File: src/hdl/assert_macros.svh
// Assertion macros shared by the RTL files of the wipe animator.
// Include with the bare file name.
`ifndef ASSERT_MACROS_SVH
`define ASSERT_MACROS_SVH
// Implication checked at every clock edge outside reset.
`define CHK_IMPLY(lbl, clk, rst_n, ante, cons) \
	lbl: assert property (@(posedge clk) disable iff (!rst_n) (ante) |-> (cons)) \
	else $error("check failed");
// Implication whose consequence is checked in the cycle after the antecedent.
`define CHK_NEXT(lbl, clk, rst_n, ante, cons) \
	lbl: assert property (@(posedge clk) disable iff (!rst_n) (ante) |=> (cons)) \
	else $error("check failed");
`endif

File: src/hdl/lswa_pkg.sv
// Package of the wipe animator: opcodes, command word and result word types.
// No dependencies.
`default_nettype none
package lswa_pkg;
	localparam logic [1:0] OP_TICK   = 2'd0;
	localparam logic [1:0] OP_SWITCH = 2'd1;
	localparam logic [1:0] OP_SET    = 2'd2;

	localparam logic [2:0] REG_PIXELS   = 3'd0;
	localparam logic [2:0] REG_DURATION = 3'd1;
	localparam logic [2:0] REG_GAP      = 3'd2;
	localparam logic [2:0] REG_RED      = 3'd3;
	localparam logic [2:0] REG_GREEN    = 3'd4;
	localparam logic [2:0] REG_BLUE     = 3'd5;

	// Command from the front part to the back part.
	typedef struct packed {
		logic        frame;     // 1: render a frame, 0: emit toggle notice
		logic        light_on;
		logic [16:0] progress;  // Q1.16, 65536 is full
	} cmd_t;

	typedef struct packed {
		logic       kind;
		logic [5:0] pixel_index;
		logic [7:0] red;
		logic [7:0] green;
		logic [7:0] blue;
		logic       light_on;
		logic       last;
	} res_t;
endpackage
`default_nettype wire

File: src/hdl/lswa_divider.sv
// Restoring divider, one quotient bit per cycle, quotient floor(num/den).
// No dependencies.
`default_nettype none
module lswa_divider #(
	parameter int NW = 32,
	parameter int DW = 16
) (
	input  wire logic          clk,
	input  wire logic          arst_n,
	input  wire logic          start,
	input  wire logic [NW-1:0] num,
	input  wire logic [DW-1:0] den,
	output logic               busy,
	output logic               done,
	output logic [NW-1:0]      quo
);
	localparam int CW = $clog2(NW + 1);
	logic [NW-1:0] num_q;
	logic [DW:0]   rem_q;
	logic [DW-1:0] den_q;
	logic [CW-1:0] cnt_q;
	logic [DW:0]   trial;
	logic [DW:0]   diff;

	assign trial = {rem_q[DW-1:0], num_q[NW-1]};
	assign diff  = trial - {1'b0, den_q};
	assign quo   = num_q;

	always_ff @(posedge clk or negedge arst_n) begin
		if (!arst_n) begin
			busy  <= 1'b0;
			done  <= 1'b0;
			cnt_q <= '0;
		end else begin
			done <= 1'b0;
			if (start) begin
				busy  <= 1'b1;
				cnt_q <= CW'(NW);
			end else if (busy) begin
				cnt_q <= cnt_q - 1'b1;
				if (cnt_q == CW'(1)) begin
					busy <= 1'b0;
					done <= 1'b1;
				end
			end
		end
	end

	always_ff @(posedge clk) begin
		if (start) begin
			num_q <= num;
			den_q <= den;
			rem_q <= '0;
		end else if (busy) begin
			if (!diff[DW]) begin
				rem_q <= diff;
				num_q <= {num_q[NW-2:0], 1'b1};
			end else begin
				rem_q <= trial;
				num_q <= {num_q[NW-2:0], 1'b0};
			end
		end
	end
endmodule
`default_nettype wire

File: src/hdl/lswa_front.sv
// Front part: keeps time, switch and target state, classifies input words
// and computes frame progress with a serial divider. Uses lswa_pkg, lswa_divider.
`default_nettype none
`include "assert_macros.svh"
module lswa_front
	import lswa_pkg::*;
(
	input  wire logic        clk,
	input  wire logic        arst_n,
	input  wire logic        push,
	output logic             full,
	input  wire logic [1:0]  op,
	input  wire logic        level,
	input  wire logic [15:0] dur,
	input  wire logic [7:0]  gap,
	output logic             cmd_valid,
	input  wire logic        cmd_ready,
	output cmd_t             cmd
);
	logic [31:0] now_q, finish_q, last_frame_q;
	logic        target_q, sw_q;
	logic [15:0] d_eff;
	logic [31:0] now_n, rem, rem_sat;
	logic [15:0] len;
	logic        div_start, div_busy, div_done;
	logic [32:0] div_quo;
	logic        tgt_frame_q;
	logic        accept;
	logic [31:0] frem, frem_sat;

	assign d_eff = (dur == 16'd0) ? 16'd1 : dur;
	assign accept = push && !full;
	// Input is held off while a frame's progress is being divided, in the
	// cycle its quotient is handed over, and while a command waits.
	assign full = cmd_valid || div_busy || div_done;
	assign now_n = now_q + 32'd1;

	// Remaining time at the current time, saturated at the duration.
	assign rem = finish_q - now_q;
	assign rem_sat = (rem > {16'd0, d_eff}) ? {16'd0, d_eff} : rem;
	assign len = (now_q <= finish_q) ? (d_eff - rem_sat[15:0]) : d_eff;

	always_comb begin
		div_start = 1'b0;
		if (accept && op == OP_TICK && (now_n - last_frame_q) > {24'd0, gap}
				&& now_n <= finish_q)
			div_start = 1'b1;
	end

	assign frem = finish_q - now_n;
	assign frem_sat = (frem > {16'd0, d_eff}) ? {16'd0, d_eff} : frem;

	lswa_divider #(.NW(33), .DW(16)) u_div (
		.clk(clk), .arst_n(arst_n), .start(div_start),
		.num({1'b0, d_eff - frem_sat[15:0], 16'd0}), .den(d_eff),
		.busy(div_busy), .done(div_done), .quo(div_quo)
	);

	always_ff @(posedge clk or negedge arst_n) begin
		if (!arst_n) begin
			now_q        <= '0;
			finish_q     <= '0;
			last_frame_q <= '0;
			target_q     <= 1'b0;
			sw_q         <= 1'b0;
			cmd_valid    <= 1'b0;
			tgt_frame_q  <= 1'b0;
			cmd          <= '0;
		end else begin
			if (cmd_valid && cmd_ready)
				cmd_valid <= 1'b0;
			if (div_done) begin
				cmd_valid    <= 1'b1;
				cmd.frame    <= 1'b1;
				cmd.light_on <= 1'b0;
				cmd.progress <= tgt_frame_q ? div_quo[16:0] : 17'h10000 - div_quo[16:0];
			end
			if (accept) begin
				unique case (op)
					OP_TICK: begin
						now_q <= now_n;
						if (div_start) begin
							last_frame_q <= now_n;
							tgt_frame_q  <= target_q;
						end
					end
					OP_SWITCH: begin
						if (level != sw_q) begin
							sw_q         <= level;
							target_q     <= !target_q;
							finish_q     <= now_q + {16'd0, len};
							cmd_valid    <= 1'b1;
							cmd.frame    <= 1'b0;
							cmd.light_on <= !target_q;
							cmd.progress <= '0;
						end
					end
					OP_SET: begin
						if (level != target_q) begin
							target_q <= level;
							finish_q <= now_q + {16'd0, len};
						end
					end
					default: ;
				endcase
			end
		end
	end

	`CHK_IMPLY(a_no_start_busy, clk, arst_n, div_busy, !div_start)
	`CHK_NEXT(a_done_gives_cmd, clk, arst_n, div_done, cmd_valid)
endmodule
`default_nettype wire

File: src/hdl/lswa_back.sv
// Back part: turns commands into result words, one pixel at a time,
// with a serial divider for the position profile. Uses lswa_pkg, lswa_divider.
`default_nettype none
`include "assert_macros.svh"
module lswa_back
	import lswa_pkg::*;
#(
	parameter int MAX_PIXELS = 64
) (
	input  wire logic       clk,
	input  wire logic       arst_n,
	input  wire logic       cmd_valid,
	output logic            cmd_ready,
	input  cmd_t            cmd,
	input  wire logic [6:0] pixels,
	input  wire logic [7:0] cr,
	input  wire logic [7:0] cg,
	input  wire logic [7:0] cb,
	output logic            res_valid,
	input  wire logic       res_ready,
	output res_t            res
);
	localparam int NW = $clog2(MAX_PIXELS + 2);
	localparam logic [2:0] S_IDLE = 3'd0, S_DIV = 3'd1, S_WAIT = 3'd2,
		S_MUL = 3'd3, S_OUT = 3'd4;
	logic [2:0]    st_q;
	logic [16:0]   prog_q;
	logic [NW-1:0] n_q, i_q, np1;
	logic [NW:0]   m, mm;
	logic          dv_start, dv_busy, dv_done;
	logic [NW+16:0] dv_quo;
	logic [16:0]   a_q;
	logic [33:0]   b_full;
	logic [16:0]   b_q;
	logic [6:0]    n_sat;
	logic [NW+22:0] pn;
	logic signed [NW+23:0] x;
	logic [24:0]   pr_mul, pg_mul, pb_mul;

	assign n_sat = ({25'd0, pixels} > 32'(MAX_PIXELS)) ? 7'(MAX_PIXELS) : pixels;
	assign np1 = n_q + 1'b1;
	assign m  = {i_q, 1'b0} + (NW+1)'(2);
	assign mm = (m > {1'b0, np1}) ? ({np1, 1'b0} - m) : m;
	assign dv_start = (st_q == S_DIV);
	assign cmd_ready = (st_q == S_IDLE) && !res_valid;

	lswa_divider #(.NW(NW+17), .DW(NW)) u_div (
		.clk(clk), .arst_n(arst_n), .start(dv_start),
		.num({mm, 16'd0}), .den(np1),
		.busy(dv_busy), .done(dv_done), .quo(dv_quo)
	);

	assign pn = prog_q * n_q;
	assign x  = $signed({1'b0, pn}) - $signed({1'b0, i_q, 16'd0});
	assign b_full = a_q * dv_quo[16:0];

	// Channel products are kept at full width before the top byte is taken.
	assign pr_mul = b_q * cr;
	assign pg_mul = b_q * cg;
	assign pb_mul = b_q * cb;

	always_ff @(posedge clk or negedge arst_n) begin
		if (!arst_n) begin
			st_q      <= S_IDLE;
			res_valid <= 1'b0;
			res       <= '0;
			prog_q    <= '0;
			n_q       <= '0;
			i_q       <= '0;
			a_q       <= '0;
			b_q       <= '0;
		end else begin
			if (res_valid && res_ready)
				res_valid <= 1'b0;
			unique case (st_q)
				S_IDLE: if (cmd_valid && cmd_ready) begin
					if (!cmd.frame) begin
						res_valid       <= 1'b1;
						res.kind        <= 1'b1;
						res.pixel_index <= '0;
						res.red         <= '0;
						res.green       <= '0;
						res.blue        <= '0;
						res.light_on    <= cmd.light_on;
						res.last        <= 1'b1;
					end else if (n_sat != 7'd0) begin
						prog_q <= cmd.progress;
						n_q    <= NW'(n_sat);
						i_q    <= '0;
						st_q   <= S_DIV;
					end
				end
				S_DIV: begin
					st_q <= S_WAIT;
					if (x < 0) a_q <= '0;
					else if (x > 65536) a_q <= 17'h10000;
					else a_q <= x[16:0];
				end
				S_WAIT: if (dv_done) st_q <= S_MUL;
				S_MUL: begin
					b_q  <= b_full[32:16];
					st_q <= S_OUT;
				end
				S_OUT: if (!res_valid) begin
					res_valid       <= 1'b1;
					res.kind        <= 1'b0;
					res.pixel_index <= 6'(i_q);
					res.red         <= pr_mul[23:16];
					res.green       <= pg_mul[23:16];
					res.blue        <= pb_mul[23:16];
					res.light_on    <= 1'b0;
					res.last        <= (np1 - 1'b1 == i_q + 1'b1);
					i_q             <= i_q + 1'b1;
					st_q <= (i_q + 1'b1 == n_q) ? S_IDLE : S_DIV;
				end
				default: st_q <= S_IDLE;
			endcase
		end
	end

	`CHK_IMPLY(a_idle_div, clk, arst_n, st_q == S_IDLE, !dv_busy)
	`CHK_NEXT(a_div_runs, clk, arst_n, st_q == S_DIV, dv_busy)
endmodule
`default_nettype wire

File: src/hdl/led_strip_wipe_animator.sv
// Top level of the light strip wipe animator: registers, front, back.
// Uses lswa_pkg, lswa_front, lswa_back.
//
// Channel   Direction  Handshake         Contents
// input     in         push / full       op, level
// result    out        pop / empty       kind, pixel_index, red..blue, light_on, last
// config    in         APB psel/penable  six registers at byte addresses 4*i
//
// A frame tick has its progress worked out in the front part's divider, then each
// pixel its position profile in the back part's divider; other words use neither.
// One word waits in the front-to-back command register and one in the result
// register. Input is also held off while the progress divider runs, and the back
// part takes no command while it is still rendering a frame.
// Reset is asynchronous and brings registers to their documented values.
`default_nettype none
module led_strip_wipe_animator
	import lswa_pkg::*;
#(
	parameter int MAX_PIXELS = 64
) (
	input  wire logic        clk,
	input  wire logic        arst_n,
	input  wire logic        push,
	output logic             full,
	input  wire logic [1:0]  op,
	input  wire logic        level,
	output logic             empty,
	input  wire logic        pop,
	output logic             kind,
	output logic [5:0]       pixel_index,
	output logic [7:0]       red,
	output logic [7:0]       green,
	output logic [7:0]       blue,
	output logic             light_on,
	output logic             last,
	input  wire logic        psel,
	input  wire logic        penable,
	input  wire logic        pwrite,
	input  wire logic [4:0]  paddr,
	input  wire logic [31:0] pwdata,
	output logic [31:0]      prdata,
	output logic             pready
);
	logic [6:0]  pixels_q;
	logic [15:0] dur_q;
	logic [7:0]  gap_q, red_q, green_q, blue_q;
	logic        cmd_valid, cmd_ready, res_valid;
	cmd_t        cmd;
	res_t        res;
	logic [2:0]  reg_idx;

	assign pready  = 1'b1;
	assign reg_idx = paddr[4:2];

	// Register writes land on the access phase of an APB write.
	always_ff @(posedge clk or negedge arst_n) begin
		if (!arst_n) begin
			pixels_q <= 7'd64;
			dur_q    <= 16'd5000;
			gap_q    <= 8'd16;
			red_q    <= '0;
			green_q  <= '0;
			blue_q   <= '0;
		end else if (psel && penable && pwrite) begin
			unique case (reg_idx)
				REG_PIXELS:   pixels_q <= pwdata[6:0];
				REG_DURATION: dur_q    <= pwdata[15:0];
				REG_GAP:      gap_q    <= pwdata[7:0];
				REG_RED:      red_q    <= pwdata[7:0];
				REG_GREEN:    green_q  <= pwdata[7:0];
				REG_BLUE:     blue_q   <= pwdata[7:0];
				default: ;
			endcase
		end
	end

	// Read data of the currently addressed register.
	always_comb begin
		unique case (reg_idx)
			REG_PIXELS:   prdata = {25'd0, pixels_q};
			REG_DURATION: prdata = {16'd0, dur_q};
			REG_GAP:      prdata = {24'd0, gap_q};
			REG_RED:      prdata = {24'd0, red_q};
			REG_GREEN:    prdata = {24'd0, green_q};
			REG_BLUE:     prdata = {24'd0, blue_q};
			default:      prdata = '0;
		endcase
	end

	lswa_front u_front (
		.clk(clk), .arst_n(arst_n), .push(push), .full(full), .op(op), .level(level),
		.dur(dur_q), .gap(gap_q), .cmd_valid(cmd_valid), .cmd_ready(cmd_ready), .cmd(cmd)
	);

	lswa_back #(.MAX_PIXELS(MAX_PIXELS)) u_back (
		.clk(clk), .arst_n(arst_n), .cmd_valid(cmd_valid), .cmd_ready(cmd_ready),
		.cmd(cmd), .pixels(pixels_q), .cr(red_q), .cg(green_q), .cb(blue_q),
		.res_valid(res_valid), .res_ready(pop), .res(res)
	);

	// The result register is the head of the output queue.
	assign empty       = !res_valid;
	assign kind        = res.kind;
	assign pixel_index = res.pixel_index;
	assign red         = res.red;
	assign green       = res.green;
	assign blue        = res.blue;
	assign light_on    = res.light_on;
	assign last        = res.last;
endmodule
`default_nettype wire

File: config.mk
export PLATFORM = sky130hd
export DESIGN_NAME = led_strip_wipe_animator
export DESIGN_NICKNAME = d
export VERILOG_FILES = /design/src/hdl/lswa_pkg.sv /design/src/hdl/lswa_divider.sv /design/src/hdl/lswa_front.sv /design/src/hdl/lswa_back.sv /design/src/hdl/led_strip_wipe_animator.sv
export VERILOG_INCLUDE_DIRS = /design/src /design/src/hdl
export SDC_FILE = /design/constraint.sdc
export NUM_CORES = 2
export LEC_CHECK = 0
export BUFFER_PORTS_ARGS = -buffer_cell sky130_fd_sc_hd__buf_2
export CAP_MARGIN = 20
export CORE_MARGIN = 8
export CORE_UTILIZATION = 65
export DETAILED_ROUTE_END_ITERATION = 10
export PLACE_DENSITY_LB_ADDON = 0.05
export SLEW_MARGIN = 0
export SYNTH_ARGS = -nofsm -noshare
export SYNTH_HDL_FRONTEND = slang
export SYNTH_SLANG_ARGS = --single-unit
File: constraint.sdc
create_clock -name clk -period 11.67 [get_ports clk]
set_input_delay 1.167 -clock clk [delete_from_list [all_inputs] [get_ports clk]]
set_output_delay 1.167 -clock clk [all_outputs]
set_load 0.05 [all_outputs]
==> impl_metrics.json <==
{
  "ff_latch_area_um2": 9820,
  "clk_path_buf_depth": 3,
  "yosys-top-cells-area": "fa_1 (23%), dfrtp_1 (14%), ha_1 (12%)",
  "crit_path_end_kind": "flip-flop",
  "htreeDepth": 2,
  "drtAntennaViolNets": 0,
  "ir_worst_vdd_v": 0.000124,
  "rsz0062_at_grt": "no",
  "yosysMostFrequentCell": "nand2_1",
  "cts-resized-gates": 0,
  "drv_cap": 0,
  "arrival_ns": 10.74,
  "r2r_setup_slack_ns": 1.29,
  "antenna_found_initial": 3,
  "vias": 40344,
  "hold_buffers": 0,
  "leakage_nw": 25.6,
  "setup_viol": 0,
  "finalNetCount": 6905,
  "ys_seq_elements": 394,
  "clock.fmax_mhz": 96.3,
  "rr_startpoint": "u_front.now_q[0]",
  "async_reset_ff_share_pct": 73.9,
  "hp-class": "flip-flop to flip-flop",
  "root_buffer": "clkbuf_16",
  "synth_cell_types": 91,
  "required_ns": 12.03,
  "synth_area_leader_cell": "fa_1",
  "skew_ns": 0.0285,
  "status": "completed",
  "synth_edf_count": 47,
  "synth_top_area_share_pct": 22.7,
  "multi_input_area_um2": 37100,
  "hold_depth": 2,
  "start_util_pct": 65.1,
  "period_needed_ns": 10.38,
  "synth_cells": 5878,
  "clk_latency_ns": 0.62,
  "cts_buffers": 47,
  "path_clk_slew_ns": 0.06,
  "drt_iter0_markers": 2572,
  "min_from": "u_front.u_div.quo[31]",
  "rows": 103,
  "synthTopCellsByCount": "nand2_1 (852), inv_1 (808), fa_1 (579)",
  "gp_congestion": 0.932,
  "syn-cell-area_um2": 51100,
  "synth_seq_area_share_pct": 19.2,
  "worstSetupStartpointType": "flip-flop",
  "hold_end": "u_front.u_div.quo[32]",
  "dp_hpwl_um": 99500,
  "fin_crit_sh_pct": 88.9,
  "hold_viol": 0,
  "final_util_pct": 68.5,
  "viasPerCell": 5.87,
  "critPathKind": "flip-flop to flip-flop",
  "timing.final.ws_setup_ns": 1.29,
  "timing.hold.ws_ns": 0.449,
  "grt_max_degree": 95,
  "avgSynthCellArea_um2": 8.70,
  "grt_pass1_wl_um": 212000,
  "die_area_um2": 87900,
  "reg2reg_to": "u_front.u_div.quo[31]",
  "reg2reg_depth": 38,
  "power_mw": 4.77,
  "drive_above_1_share_pct": 5.14,
  "power_density_nw_per_um2": 88.7,
  "cpPeakStageDelay_ns": 0.57,
  "relSlewSlack_pct": 21.5,
  "grt_pass1_vias": 40847,
  "cts_setup_buffers": 0,
  "tightestPinTransition_ns": 1.18,
  "fin_setup_tns_ns": 0,
  "yosys_warnings": 0,
  "stdcell_area_um2": 53700,
  "dp_cells": 6778,
  "track_usage_pct": 29.8,
  "stdcell_count": 6871,
  "routedWlPerCell_um": 18.7,
  "drv_slew": 0,
  "dpl_cell_area_um2": 52100,
  "drc": 0,
  "synth_flop_cell": "dfrtp_1",
  "die_y_um": 296,
  "ios": 115,
  "wl_um": 128000,
  "firstDrtPassIters": 5,
  "coreArea_um2": 78500,
  "area_delta_synth_final_pct": 5.13,
  "io_buffers": 79,
  "place_ws_ns": 1.39,
  "clock_sinks": 394,
  "overflow": 0,
  "cts_tree": "done",
  "die_w_um": 296,
  "cpMaxStageDelayCell": "or4_1",
  "fillCellCount": 6455,
  "path_max_fanout": 13
}
==> power breakdown <==
group          total, mW  internal, mW  switching (mW)
sequential          1.78          1.51           0.268
clock               1.52         0.869           0.649
combinational       1.47         0.652           0.818
total               4.77          3.03            1.74
==> worst max-delay path, delay by kind of cell (launching register included) <==
kind | cells | cell delay, ns
xor gates and xnor gates | 2 | 0.46
adders and majority gates | 3 | 0.94
DFF | 1 | 0.47
and+or+nand+nor | 15 | 4.29
muxes | 1 | 0.21
AOI/OAI and AO/OA | 14 | 3.18
buffers and inverters | 3 | 0.50
==> cell families (layout without fill, tap and decap cells) <==
logic type | count (synthesis) | in the layout | synth area share [%]
buffers and inverters | 1103 | 1030 | 8.32
XOR/XNOR | 296 | 296 | 5.07
flip-flops | 394 | 394 | 19.2
adder cells (fa/ha/maj) | 1076 | 1076 | 34.8
multiplexers | 167 | 167 | 3.45
AO/OA/AOI/OAI | 930 | 930 | 11.5
AND/OR/NAND/NOR | 1910 | 1910 | 17.5
other | 2 | 18 | 0.0147
==> cell usage in the layout (no fill, tap or decap), types with 56 or more instances in the layout <==
| cell type | instances |
|---|---|
| a21o_1 | 81 |
| inv_1 | 808 |
| o21ai_0 | 267 |
| mux2i_1 | 104 |
| nand2_1 | 852 |
| ha_1 | 497 |
| fa_1 | 579 |
| mux2_2 | 62 |
| xor2_1 | 74 |
| nor3_1 | 98 |
| dfrtp_1 | 284 |
| xnor2_1 | 221 |
| dfxtp_1 | 56 |
| and2_1 | 311 |
| nor2_1 | 303 |
| buf_2 | 79 |
| a21oi_1 | 210 |
| nand3_1 | 89 |
==> flip-flops by register name, indices dropped and copies added (netlist names), 8 cells and up <==
signal	count
u_front.u_div.rem_q	16
u_back.res	33
u_front.u_div.den_q	16
blue_q	8
u_back.u_div.quo	24
u_front.cmd	19
u_front.last_frame_q	32
dur_q	16
red_q	8
u_front.now_q	32
u_front.u_div.quo	33
gap_q	8
u_back.a_q	17
u_front.finish_q	32
green_q	8
u_back.b_q	17
u_back.prog_q	17
==> per-layer routing <==
| metal | up-vias | share of wire (%) | global-route usage, % |
|---|---|---|---|
| li1 | 18975 | - | - |
| met1 | 19981 | 42 | 39.3 |
| met2 | 1104 | 48 | 50.3 |
| met3 | 284 | 5.0 | 3.21 |
| met4 | 0 | 4.3 | 12.1 |
| met5 | - | 0 | 0 |
==> how the worst max path moves through the flow <==
stage,start,to,slack (ns)
floorplan,u_front.now_q[1],u_front.u_div.quo[30],3.12
global placement,u_front.now_q[1],u_front.u_div.quo[31],1.54
detailed placement,u_front.now_q[0],u_front.u_div.quo[31],1.39
CTS,u_front.now_q[0],u_front.finish_q[31],1.34
global route,u_front.now_q[1],u_front.u_div.quo[31],0.33
finish,u_front.now_q[0],u_front.u_div.quo[31],1.29
==> cell type report <==
type | count | area share (%)
clock buffers | 67 | 2.41
diodes | 1 | 0.00466
clock inverters | 20 | 0.487
well taps | 1050 | 2.44
multi-input cells | 4396 | 69.1
flip-flops and latches | 394 | 18.3
inverters | 812 | 5.67
repair buffers | 131 | 1.60
Note: power is estimated with default switching activity, not from simulation.
